[src/modular_inverse_defines.svh]
// Assertion helpers shared by the modular inverse RTL.
// Both expect i_clk and i_rst_n in the enclosing module.
`ifndef MODULAR_INVERSE_DEFINES_SVH
`define MODULAR_INVERSE_DEFINES_SVH

// Consequent checked in the same cycle as the antecedent.
`define MI_ASSERT_NOW(lbl, ante, cons, msg) \
    lbl: assert property (@(posedge i_clk) disable iff (!i_rst_n) (ante) |-> (cons)) \
        else $error(msg);

// Consequent checked in the cycle after the antecedent.
`define MI_ASSERT_NEXT(lbl, ante, cons, msg) \
    lbl: assert property (@(posedge i_clk) disable iff (!i_rst_n) (ante) |=> (cons)) \
        else $error(msg);

`endif

[src/mi_pkg.sv]
`timescale 1ns / 1ps

package mi_pkg;

    // Status of the shared divide / multiply-accumulate unit.
    typedef struct packed {
        logic busy;
        logic done;
    } t_div_stat;

endpackage

[src/mi_divunit.sv]
`timescale 1ns / 1ps
`include "modular_inverse_defines.svh"

// Restoring divider, one quotient bit per cycle, MSB first. Each quotient bit
// also feeds a shift-add accumulator, so the product quotient * mcand is ready
// together with the remainder.
module mi_divunit import mi_pkg::*; #(
    parameter int WIDTH = 32
) (
    input  logic                  i_clk,
    input  logic                  i_rst_n,
    input  logic                  i_start,
    input  logic [WIDTH:0]        i_dividend,
    input  logic [WIDTH-1:0]      i_divisor,
    input  logic [WIDTH+1:0]      i_mcand,
    output t_div_stat             o_stat,
    output logic [WIDTH-1:0]      o_rem,
    output logic [WIDTH+1:0]      o_prod
);

    localparam int CW    = WIDTH + 2;
    localparam int CNT_W = $clog2(WIDTH + 2);

    logic             r_busy, n_busy;
    logic             r_done, n_done;
    logic [CNT_W-1:0] r_cnt, n_cnt;
    logic [WIDTH:0]   r_num, n_num;
    logic [WIDTH-1:0] r_div, n_div;
    logic [WIDTH-1:0] r_rem, n_rem;
    logic [CW-1:0]    r_mc, n_mc;
    logic [CW-1:0]    r_acc, n_acc;

    logic [WIDTH:0]   w_shift;
    logic [WIDTH:0]   w_diff;
    logic             w_ge;

    assign w_shift = {r_rem, r_num[WIDTH]};
    assign w_diff  = w_shift - {1'b0, r_div};
    assign w_ge    = w_shift >= {1'b0, r_div};

    always_comb begin
        n_busy = r_busy;
        n_done = 1'b0;
        n_cnt  = r_cnt;
        n_num  = r_num;
        n_div  = r_div;
        n_rem  = r_rem;
        n_mc   = r_mc;
        n_acc  = r_acc;
        if (i_start) begin
            n_busy = 1'b1;
            n_cnt  = CNT_W'(WIDTH + 1);
            n_num  = i_dividend;
            n_div  = i_divisor;
            n_rem  = '0;
            n_mc   = i_mcand;
            n_acc  = '0;
        end else if (r_busy) begin
            n_num = {r_num[WIDTH-1:0], 1'b0};
            // partial remainder stays below the divisor, so W bits hold it
            n_rem = w_ge ? w_diff[WIDTH-1:0] : w_shift[WIDTH-1:0];
            n_acc = {r_acc[CW-2:0], 1'b0} + (w_ge ? r_mc : '0);
            n_cnt = r_cnt - CNT_W'(1);
            if (r_cnt == CNT_W'(1)) begin
                n_busy = 1'b0;
                n_done = 1'b1;
            end
        end
    end

    always_ff @(posedge i_clk) begin
        if (!i_rst_n) begin
            r_busy <= 1'b0;
            r_done <= 1'b0;
            r_cnt  <= '0;
        end else begin
            r_busy <= n_busy;
            r_done <= n_done;
            r_cnt  <= n_cnt;
        end
        r_num <= n_num;
        r_div <= n_div;
        r_rem <= n_rem;
        r_mc  <= n_mc;
        r_acc <= n_acc;
    end

    assign o_stat.busy = r_busy;
    assign o_stat.done = r_done;
    assign o_rem       = r_rem;
    assign o_prod      = r_acc;

    `MI_ASSERT_NOW(a_start_idle, i_start, !r_busy && !r_done, "start while unit occupied")
    `MI_ASSERT_NEXT(a_last_done, r_busy && r_cnt == CNT_W'(1), r_done && !r_busy,
        "last iteration did not raise done")
    `MI_ASSERT_NEXT(a_keep_busy, r_busy && r_cnt != CNT_W'(1) && !i_start, r_busy && !r_done,
        "unit left busy early")

endmodule

[src/modular_inverse.sv]
`timescale 1ns / 1ps
`include "modular_inverse_defines.svh"

// Modular inverse by the extended Euclidean algorithm. One item is in work
// at a time; o_in_stall stays high from acceptance until the result has
// moved into the output register. Every Euclid step passes the check state
// and then runs one division on a shared bit-serial divider (quotient times
// coefficient is accumulated alongside). A final pass on the same divider
// reduces the coefficient modulo the modulus; a zero modulus skips the
// reduction. The output register lets the next item be taken while a result
// still waits on o_out_valid.
module modular_inverse import mi_pkg::*; #(
    parameter int WIDTH = 32
) (
    input  logic             i_clk,
    input  logic             i_rst_n,
    input  logic             i_in_valid,
    output logic             o_in_stall,
    input  logic [WIDTH-1:0] i_value,
    input  logic [WIDTH-1:0] i_modulus,
    output logic             o_out_valid,
    input  logic             i_out_stall,
    output logic [WIDTH-1:0] o_inverse,
    output logic [WIDTH-1:0] o_common_divisor,
    output logic             o_no_inverse,
    output logic             o_modulus_zero
);

    localparam int CW = WIDTH + 2;

    localparam logic [2:0] S_IDLE = 3'd0;
    localparam logic [2:0] S_CHK  = 3'd1;
    localparam logic [2:0] S_DIV  = 3'd2;
    localparam logic [2:0] S_RED  = 3'd3;
    localparam logic [2:0] S_WB   = 3'd4;

    logic [2:0]       r_state, n_state;
    logic [WIDTH-1:0] r_rp, n_rp;      // previous remainder
    logic [WIDTH-1:0] r_rc, n_rc;      // current remainder
    logic [CW-1:0]    r_cp, n_cp;      // coefficient of value, previous
    logic [CW-1:0]    r_cc, n_cc;      // coefficient of value, current
    logic [WIDTH-1:0] r_mod, n_mod;

    logic             r_ovalid, n_ovalid;
    logic [WIDTH-1:0] r_inv, n_inv;
    logic [WIDTH-1:0] r_gcd, n_gcd;
    logic             r_noinv, n_noinv;
    logic             r_mzero, n_mzero;

    logic             w_start;
    logic [WIDTH:0]   w_dividend;
    logic [WIDTH-1:0] w_divisor;
    logic [CW-1:0]    w_mcand;
    t_div_stat        w_stat;
    logic [WIDTH-1:0] w_rem;
    logic [CW-1:0]    w_prod;

    logic             w_neg;
    logic [CW-1:0]    w_abs;
    logic [WIDTH-1:0] w_red;
    logic             w_out_free;

    assign w_neg = r_cp[CW-1];
    assign w_abs = w_neg ? (CW'(0) - r_cp) : r_cp;

    // one Euclid division while the remainder is nonzero, else the reduction unless the modulus is zero
    always_comb begin
        w_start    = (r_state == S_CHK) && ((r_rc != '0) || (r_mod != '0));
        w_dividend = {1'b0, r_rp};
        w_divisor  = r_rc;
        w_mcand    = r_cc;
        if (r_rc == '0) begin
            w_dividend = w_abs[WIDTH:0];
            w_divisor  = r_mod;
            w_mcand    = '0;
        end
    end

    mi_divunit #(
        .WIDTH      (WIDTH)
    ) u_div (
        .i_clk      (i_clk),
        .i_rst_n    (i_rst_n),
        .i_start    (w_start),
        .i_dividend (w_dividend),
        .i_divisor  (w_divisor),
        .i_mcand    (w_mcand),
        .o_stat     (w_stat),
        .o_rem      (w_rem),
        .o_prod     (w_prod)
    );

    // negative coefficient folds back as modulus minus remainder
    always_comb begin
        if (r_mod == '0) begin
            w_red = '0;
        end else if (w_neg && (w_rem != '0)) begin
            w_red = r_mod - w_rem;
        end else begin
            w_red = w_rem;
        end
    end

    assign w_out_free = !r_ovalid || !i_out_stall;

    always_comb begin
        n_state  = r_state;
        n_rp     = r_rp;
        n_rc     = r_rc;
        n_cp     = r_cp;
        n_cc     = r_cc;
        n_mod    = r_mod;
        n_ovalid = r_ovalid && i_out_stall;
        n_inv    = r_inv;
        n_gcd    = r_gcd;
        n_noinv  = r_noinv;
        n_mzero  = r_mzero;
        case (r_state)
            S_IDLE: begin
                if (i_in_valid) begin
                    n_rp    = i_modulus;
                    n_rc    = i_value;
                    n_cp    = '0;
                    n_cc    = CW'(1);
                    n_mod   = i_modulus;
                    n_state = S_CHK;
                end
            end
            S_CHK: begin
                if (r_rc != '0) begin
                    n_state = S_DIV;
                end else if (r_mod != '0) begin
                    n_state = S_RED;
                end else begin
                    n_state = S_WB;
                end
            end
            S_DIV: begin
                if (w_stat.done) begin
                    n_rp    = r_rc;
                    n_rc    = w_rem;
                    n_cp    = r_cc;
                    n_cc    = r_cp - w_prod;
                    n_state = S_CHK;
                end
            end
            S_RED: begin
                if (w_stat.done) begin
                    n_state = S_WB;
                end
            end
            S_WB: begin
                if (w_out_free) begin
                    n_ovalid = 1'b1;
                    n_inv    = w_red;
                    n_gcd    = r_rp;
                    n_noinv  = r_rp != WIDTH'(1);
                    n_mzero  = r_mod == '0;
                    n_state  = S_IDLE;
                end
            end
            default: begin
                n_state = S_IDLE;
            end
        endcase
    end

    always_ff @(posedge i_clk) begin
        if (!i_rst_n) begin
            r_state  <= S_IDLE;
            r_ovalid <= 1'b0;
        end else begin
            r_state  <= n_state;
            r_ovalid <= n_ovalid;
        end
        r_rp    <= n_rp;
        r_rc    <= n_rc;
        r_cp    <= n_cp;
        r_cc    <= n_cc;
        r_mod   <= n_mod;
        r_inv   <= n_inv;
        r_gcd   <= n_gcd;
        r_noinv <= n_noinv;
        r_mzero <= n_mzero;
    end

    assign o_in_stall       = r_state != S_IDLE;
    assign o_out_valid      = r_ovalid;
    assign o_inverse        = r_inv;
    assign o_common_divisor = r_gcd;
    assign o_no_inverse     = r_noinv;
    assign o_modulus_zero   = r_mzero;

    `MI_ASSERT_NOW(a_mzero_inv, o_out_valid && o_modulus_zero, o_inverse == '0,
        "zero modulus with nonzero inverse")
    `MI_ASSERT_NOW(a_div_active, r_state == S_DIV || r_state == S_RED,
        w_stat.busy || w_stat.done, "waiting on idle divider")
    `MI_ASSERT_NEXT(a_chk_div, r_state == S_CHK && r_rc != '0,
        r_state == S_DIV && w_stat.busy, "Euclid step did not start divider")

endmodule

[config.mk]
export PLATFORM = sky130hd
export DESIGN_NAME = modular_inverse
export DESIGN_NICKNAME = d
export VERILOG_FILES = /design/src/mi_pkg.sv /design/src/mi_divunit.sv /design/src/modular_inverse.sv
export VERILOG_INCLUDE_DIRS = /design/src /design/src/src
export SDC_FILE = /design/constraint.sdc
export NUM_CORES = 1
export LEC_CHECK = 0
export BUFFER_PORTS_ARGS = -buffer_cell sky130_fd_sc_hd__clkbuf_2
export CORE_MARGIN = 2
export CORE_UTILIZATION = 60
export CTS_CLUSTER_SIZE = 24
export DETAILED_ROUTE_END_ITERATION = 7
export GPL_TIMING_DRIVEN = 0
export PLACE_DENSITY = 0.76
export RECOVER_POWER = 25
export SLEW_MARGIN = 25
export SYNTH_ARGS = -nofsm -noshare
export SYNTH_HDL_FRONTEND = slang
export SYNTH_SLANG_ARGS = --single-unit
export TNS_END_PERCENT = 10
[constraint.sdc]
create_clock -name i_clk -period 12.53 [get_ports i_clk]
set_clock_uncertainty 0.2 [all_clocks]
set_input_delay 1.253 -clock i_clk [delete_from_list [all_inputs] [get_ports i_clk]]
set_output_delay 1.253 -clock i_clk [all_outputs]
set_load 0.1 [all_outputs]
==> metrics, run 1 <==
synthesized area 23300 um2; DP HPWL 54.7 mm; worst reg2reg path depth 23; final wirelength 72.5 mm; Tightest Hold Check Type reg -> reg; critical path capture point type flop; grt ovf 0; worst hold slack 282 ps; first-pass GRT wire length 111 mm; Setup Viol. Count Final 0; fin crit period 7190 ps; failing checks capacitance limit, slew limit; Yosys reg bits 407; number of vias per cell 6.31; Critical Path AT 7530 ps; Post-CTS Setup Repair Bufs 0; width of the die 201 um; Starting Density 60.4%; vias in the first global route 19300; detailed-route via count 19800; number of flops mapped to enable cells by yosys 329; Port Buffer Count 135; cts bufs inserted 45; hold violation count in the final report 0; Synthesis Warnings 0; Initial DRT Pass Iterations 8; Synth Instances 2375; cts repair resizes 0; clock sink total 407; Clock H-tree levels 2; R2R setup slack 5340 ps; Ports 136; initial antenna violation count 1; Longest Clk Path Bufs 3; Mapped Nets 2578; min-delay src r_rp[5]$_DFFE_PP_; kind of critical path reg -> reg; CTS clk-pin slew, worst paths 60 ps; DRC 0; worst skew pair latency 600 ps; Area Growth Syn to Fin 13.2%; drt wl/cell 23.1 um; Max VDD drop 0.000150 V; Leak 10.7 nW; Final Max Slew Viols 19; CP required 12870 ps; Total Routing Usage GR 35.8%; CP max FO 10; placed cells 3051; end of the worst register-to-register path u_div.o_prod[32]$_SDFFE_PP0P_; unrepaired setup endpoints after global routing no; die height 201 um; ant diodes 0; Hold Path Sink o_common_divisor[5]$_DFFE_PP_; crit share post-route 57.4%; final setup TNS 0 ps; CTS tree yes; layout cells sized above 1 8.87%; core area 38500 um2; library cells used by synthesis 78; core occupancy in the finished layout 68.4%; die area 40300 um2; post-route ant nets 0; largest net degree at the start of global routing 34; Final Net Count 2783; worst r2r src u_div.o_rem[0]$_SDFFE_PP0P_; Seq/Total Area, Yosys 49.2%; number of DRC markers in iteration 0 2109; Filler Cells Inserted 3031; Pwr Density 214 nW/um2; commonest cells after routing, fill and taps aside edfxtp_1, nand2_1, nor2_1; num rows 72; status complete, but fails checks; Slew @ Worst Pin 1580 ps; hold path cells 0; MaxCap Viol Count 2; most common cell after layout, fill and taps aside edfxtp_1; Post-synth ARST share 0%; hold_buf cts 0; Worst setup SP type flop; placer congestion estimate 0.950; Top FF cell, synth edfxtp_1; storage element area 11400 um2; Syn Area/Cell 9.79 um2; Clock Tree Root clkbuf_16; fin cells 3134; relative slew slack -5.64%; footprint of the multi-input gates 10900 um2; FMAX 139 MHz
[layer usage]
layer	GRT usage (%)	vias to the layer above	part of all wire (%)
met1	51.2	9454	42
met4	13.5	2	3.4
met2	53.5	1203	43
li1	-	8959	-
met3	7.87	166	12
met5	0	-	0.018
[power by group]
part	total, mW	internal [mW]	leakage (nW)	switching (mW)
Clock	1.41	0.820	0.773	0.594
Combinational	2.31	0.902	6.21	1.40
Sequential	1.91	1.69	3.76	0.222
[per-stage QoR]
stage / cell area (um2) / setup slack (ps) / total power, mW
after floorplan: 23300 / 1190 / 3.55
after global routing: 26300 / 4970 / 5.94
after global placement: 24600 / -3670 / 4.10
after CTS: 26500 / 5550 / 5.58
after detailed placement: 24900 / 5590 / 4.16
final: 26300 / 5340 / 5.63
[synthesized netlist by cell type (3+ instances only)]
cell / count / area share [%]
o31ai_1: 12 / 0.39
or3_1: 9 / 0.24
nor3_1: 36 / 0.77
nor3b_1: 4 / 0.13
mux2_2: 3 / 0.15
o32ai_1: 3 / 0.11
o21bai_1: 18 / 0.58
nand3b_1: 4 / 0.13
a21oi_1: 159 / 3.4
a41oi_1: 4 / 0.15
o31a_1: 7 / 0.26
o21ai_0: 181 / 3.9
nor4b_1: 3 / 0.11
o21a_1: 18 / 0.58
a31oi_1: 18 / 0.48
nand2_1: 301 / 4.9
inv_1: 138 / 2.2
edfxtp_1: 329 / 42
nor2b_1: 87 / 2.3
ha_1: 131 / 7.0
and2_1: 5 / 0.13
or4_1: 6 / 0.19
xnor2_1: 75 / 2.8
clkbuf_1: 85 / 1.4
mux2i_1: 30 / 1.3
a211oi_1: 31 / 1.0
o311ai_0: 3 / 0.11
nand3_1: 27 / 0.58
nand4_1: 24 / 0.65
o41ai_1: 4 / 0.15
nor4_1: 39 / 1.0
nand2b_1: 14 / 0.38
a21boi_0: 8 / 0.26
buf_1: 11 / 0.18
xor2_1: 58 / 2.2
dfxtp_1: 78 / 6.7
and3_1: 45 / 1.2
o21ai_1: 3 / 0.065
fa_1: 4 / 0.34
o211ai_1: 10 / 0.32
a211o_1: 4 / 0.15
nor2_1: 195 / 3.1
or2_2: 10 / 0.27
a21o_1: 94 / 3.0
[cell families (layout without fill, tap and decap cells)]
logic type	after synthesis	after routing	share of synthesized area, %
AO/OA/AOI/OAI	612	612	16.5
adder cells (fa/ha/maj)	135	135	7.39
AND/OR/NAND/NOR	818	818	16.6
buffers and inverters	237	478	3.84
multiplexers	33	33	1.44
flip-flops	407	407	49.2
XOR/XNOR	133	133	5.01
[cell type report]
class	instances	area share, %
flip-flops and latches	407	43.5
multi-input cells	1731	41.5
clock buffers	53	4.70
repair buffers	158	3.20
well taps	518	2.46
inverters	139	1.98
plain buffers	98	1.42
clock inverters	30	1.27
[worst max path at each step]
| stage | endpoint | slack [ps] | from |
|---|---|---|---|
| 5_1_grt | u_div.o_prod[32]$_SDFFE_PP0P_ | 4970 | u_div.o_rem[0]$_SDFFE_PP0P_ |
| 6_report | u_div.o_prod[32]$_SDFFE_PP0P_ | 5340 | u_div.o_rem[0]$_SDFFE_PP0P_ |
| 3_5_place_dp | u_div.o_prod[32]$_SDFFE_PP0P_ | 5590 | u_div.o_rem[0]$_SDFFE_PP0P_ |
| 3_3_place_gp | r_rp[8]$_DFFE_PP_ | -3670 | i_in_valid |
| 2_1_floorplan | r_cc[0]$_SDFFCE_PN1P_ | 1190 | i_in_valid |
| 4_1_cts | u_div.o_prod[32]$_SDFFE_PP0P_ | 5550 | u_div.o_rem[0]$_SDFFE_PP0P_ |
[registers in the layout, indices dropped and copies added, names as in the netlist, 3 cells and up]
signal / cells
o_common_divisor: 32
o_inverse: 32
r_cc: 34
r_cp: 34
r_mod: 32
r_rc: 32
r_rp: 32
r_state: 3
u_div.o_prod: 34
u_div.o_rem: 32
u_div.r_cnt: 6
u_div.r_div: 32
u_div.r_mc: 34
u_div.r_num: 33
[critical path, stage by stage, from the launching register on]
cell and delay (ps):
dfxtp_1 540, ha_1 320, nor2b_1 150, o211ai_1 150, a21boi_0 150, o41a_1 410
a41oi_2 480, o21ai_0 300, nor2_1 380, buf_2 380, clkbuf_1 580, nor2b_1 130
ha_1 240, a21o_1 190, a21oi_1 280, o21ai_0 310, a32oi_1 440, a31oi_1 190
a31oi_1 490, nor3_1 130, nor3_1 310, xnor2_1 160, mux2i_1 80, nor2_1 120
No activity file was read; power rests on OpenSTA's default activity.
==> run 2: changes to the inputs <==
- ABC_AREA: default -> 1
- CORE_UTILIZATION: 60 -> 56
- PLACE_DENSITY: 0.76 -> 0.74
- clock period: 12.53 -> 5.85 ns (I/O delays scaled with it)
==> run 2 against run 1 <==
Effect of this change:
- non-clock buffer count shrank 15
- global-route usage grew 3.2 points
- count of clock-buffer cells in the layout shrank 4
- flip-flop and latch count is the same
- largest cell class unchanged
- the flow finishes with violations (DRC, capacitance limit, slew limit)
- die area grew 14%
- cell count grew 25%
- utilization shrank 5.0 points
- critical endpoint is now u_div.o_prod[23]$_SDFFE_PP0P_
- combinational power grew to 4.7 times the previous value
- hold slack lost 230 ps
- design area grew 6.1%
==> metrics, run 2 <==
DP HPWL 71.4 mm; worst reg2reg path depth 25; cts repair resizes 0; grt ovf 0; fin cells 3915; CP max FO 10; status complete, but fails checks; Worst setup SP type flop; Slew @ Worst Pin 2180 ps; placed cells 3816; Routed met1 length 32.7 mm; post-route ant nets 0; num rows 77; synthesized area 24900 um2; WL met3 7.71 mm; core occupancy in the finished layout 63.4%; CTS tree yes; Clock Tree Root clkbuf_16; Post-synth ARST share 0%; CP required 6120 ps; vias in the first global route 23200; Total Power 19.1 mW; Synth top area share 39.7%; Final Net Count 3492; Mapped Nets 3283; Seq/Total Area, Yosys 46.0%; top cells by instance count after synthesis nand2_1, inv_1, nor2_1; Ports 136; drt wl/cell 23.4 um; dominant cells by area after synthesis edfxtp_1, nand2_1, inv_1, ha_1, dfxtp_1; number of DRC markers in iteration 0 2710; die area 46100 um2; Setup Viol. Count Final 0; final wirelength 91.4 mm; layout cells sized above 1 6.44%; relative slew slack -46.0%; Hold Path Sink o_out_valid$_SDFF_PN0_; kind of critical path reg -> reg; cts bufs inserted 44; worst r2r src u_div.o_rem[16]$_SDFFE_PP0P_; width of the die 215 um; Total Routing Usage GR 39.1%; WL met2 44.3 mm; Critical Path AT 5530 ps; failing checks DRC, capacitance limit, slew limit; worst hold slack 51.1 ps; end of the worst register-to-register path u_div.o_prod[23]$_SDFFE_PP0P_; critical path's slowest cell o21ai_0; Initial DRT Pass Iterations 8; DRC 1; Most Frequent Cell on Critical Path nand2_1; hold violation count in the final report 0; Starting Density 56.5%; commonest cells after routing, fill and taps aside nand2_1, inv_1, nor2_1; number of flops mapped to enable cells by yosys 329; number of vias per cell 6.01; Yosys reg bits 407; initial antenna violation count 0; Clock H-tree levels 2; crit share post-route 89.8%; max layer used met4; post-synth top area cell edfxtp_1; final worst slack 596 ps; Area Growth Syn to Fin 12.3%; top-count cell post-synth nand2_1; min-delay src i_out_stall; Pwr Density 686 nW/um2; Max VDD drop 0.000455 V; largest net degree at the start of global routing 43; core area 44000 um2; Syn Area/Cell 8.07 um2; die height 215 um; ant diodes 0; first-pass GRT wire length 135 mm; worst skew pair latency 620 ps; Post-CTS Setup Repair Bufs 0; detailed-route via count 23500; Synth Instances 3080; Longest Clk Path Bufs 3; library cells used by synthesis 50; MaxCap Viol Count 3; Synthesis Warnings 0; FMAX 190 MHz; CP startpoint u_div.o_rem[16]$_SDFFE_PP0P_; Final Max Slew Viols 62; hold_buf cts 18; CTS clk-pin slew, worst paths 70 ps; Leak 11.9 nW; critical path capture point type flop; Top FF cell, synth edfxtp_1; most common cell after layout, fill and taps aside nand2_1; Tightest Hold Check Type in -> reg; R2R setup slack 600 ps; unrepaired setup endpoints after global routing no; fin crit period 5250 ps; Port Buffer Count 135; placer congestion estimate 1.06; pre-CTS setup slack 805 ps; hold path cells 3; Worst path max stage delay 750 ps; clock sink total 407
run 2: cell types whose count changed after synthesis, sizes merged, moves of 93 or more:
cell / before / now
nand3: 27 / 142
inv: 138 / 450
a21oi: 159 / 252
nand2: 301 / 623
o21ai: 185 / 304
nor2: 195 / 358
run 2: where the power goes:
group / internal, mW / switching (mW)
registers: 4.78 / 0.794
clock network: 1.50 / 1.27
logic: 3.14 / 7.66
run 2: worst max-delay path: cells and delay by family (launching register included):
kind,cells,cell delay (ps)
buffers and inverters,4,560
AOI/OAI and AO/OA,3,960
adders and majority gates,3,1040
DFF,1,380
and+or+nand+nor,15,1950
run 2: cells by family after synthesis:
logic type | Yosys count | synth area share (%)
buf+inv | 529 | 8.50
compound gates | 691 | 15.2
simple gates | 1248 | 20.9
xor+xnor | 70 | 2.47
flops | 407 | 46.0
fa+ha+maj | 135 | 6.91
run 2: layout make-up:
| type | count | area, um2 |
|---|---|---|
| buffer | 78 | 424 |
| clock buffer | 49 | 1130 |
| clock inverter | 31 | 253 |
| fill | 3788 | 16100 |
| inverter | 451 | 1690 |
| multi-input combinational | 2144 | 11300 |
| sequential | 407 | 11400 |
| tap | 592 | 741 |
| timing repair buffer | 163 | 933 |
run 2: how the worst max path moves through the flow:
stage / cells after the start / to
after detailed placement: 25 / u_div.o_prod[23]$_SDFFE_PP0P_
final: 25 / u_div.o_prod[23]$_SDFFE_PP0P_
after global placement: 3 / r_cc[29]$_SDFFCE_PN0P_
after floorplan: 2 / r_cc[0]$_SDFFCE_PN1P_
after CTS: 25 / u_div.o_prod[23]$_SDFFE_PP0P_
after global routing: 26 / u_div.o_prod[23]$_SDFFE_PP0P_
run 2: routing by layer:
layer  vias to the layer above  GRT usage (%)
met4                         0           25.2
met2                      1419           67.8
met1                     10900           44.7
met3                       360           6.54
met5                         -              0
li1                      10800              -
run 2: stage by stage:
stage               TNS, ps  cell area (um2)
CTS                       0            28100
detailed placement        0            26500
global route              0            27900
global placement     -77630            26300
floorplan                 0            24900
finish                    0            27900
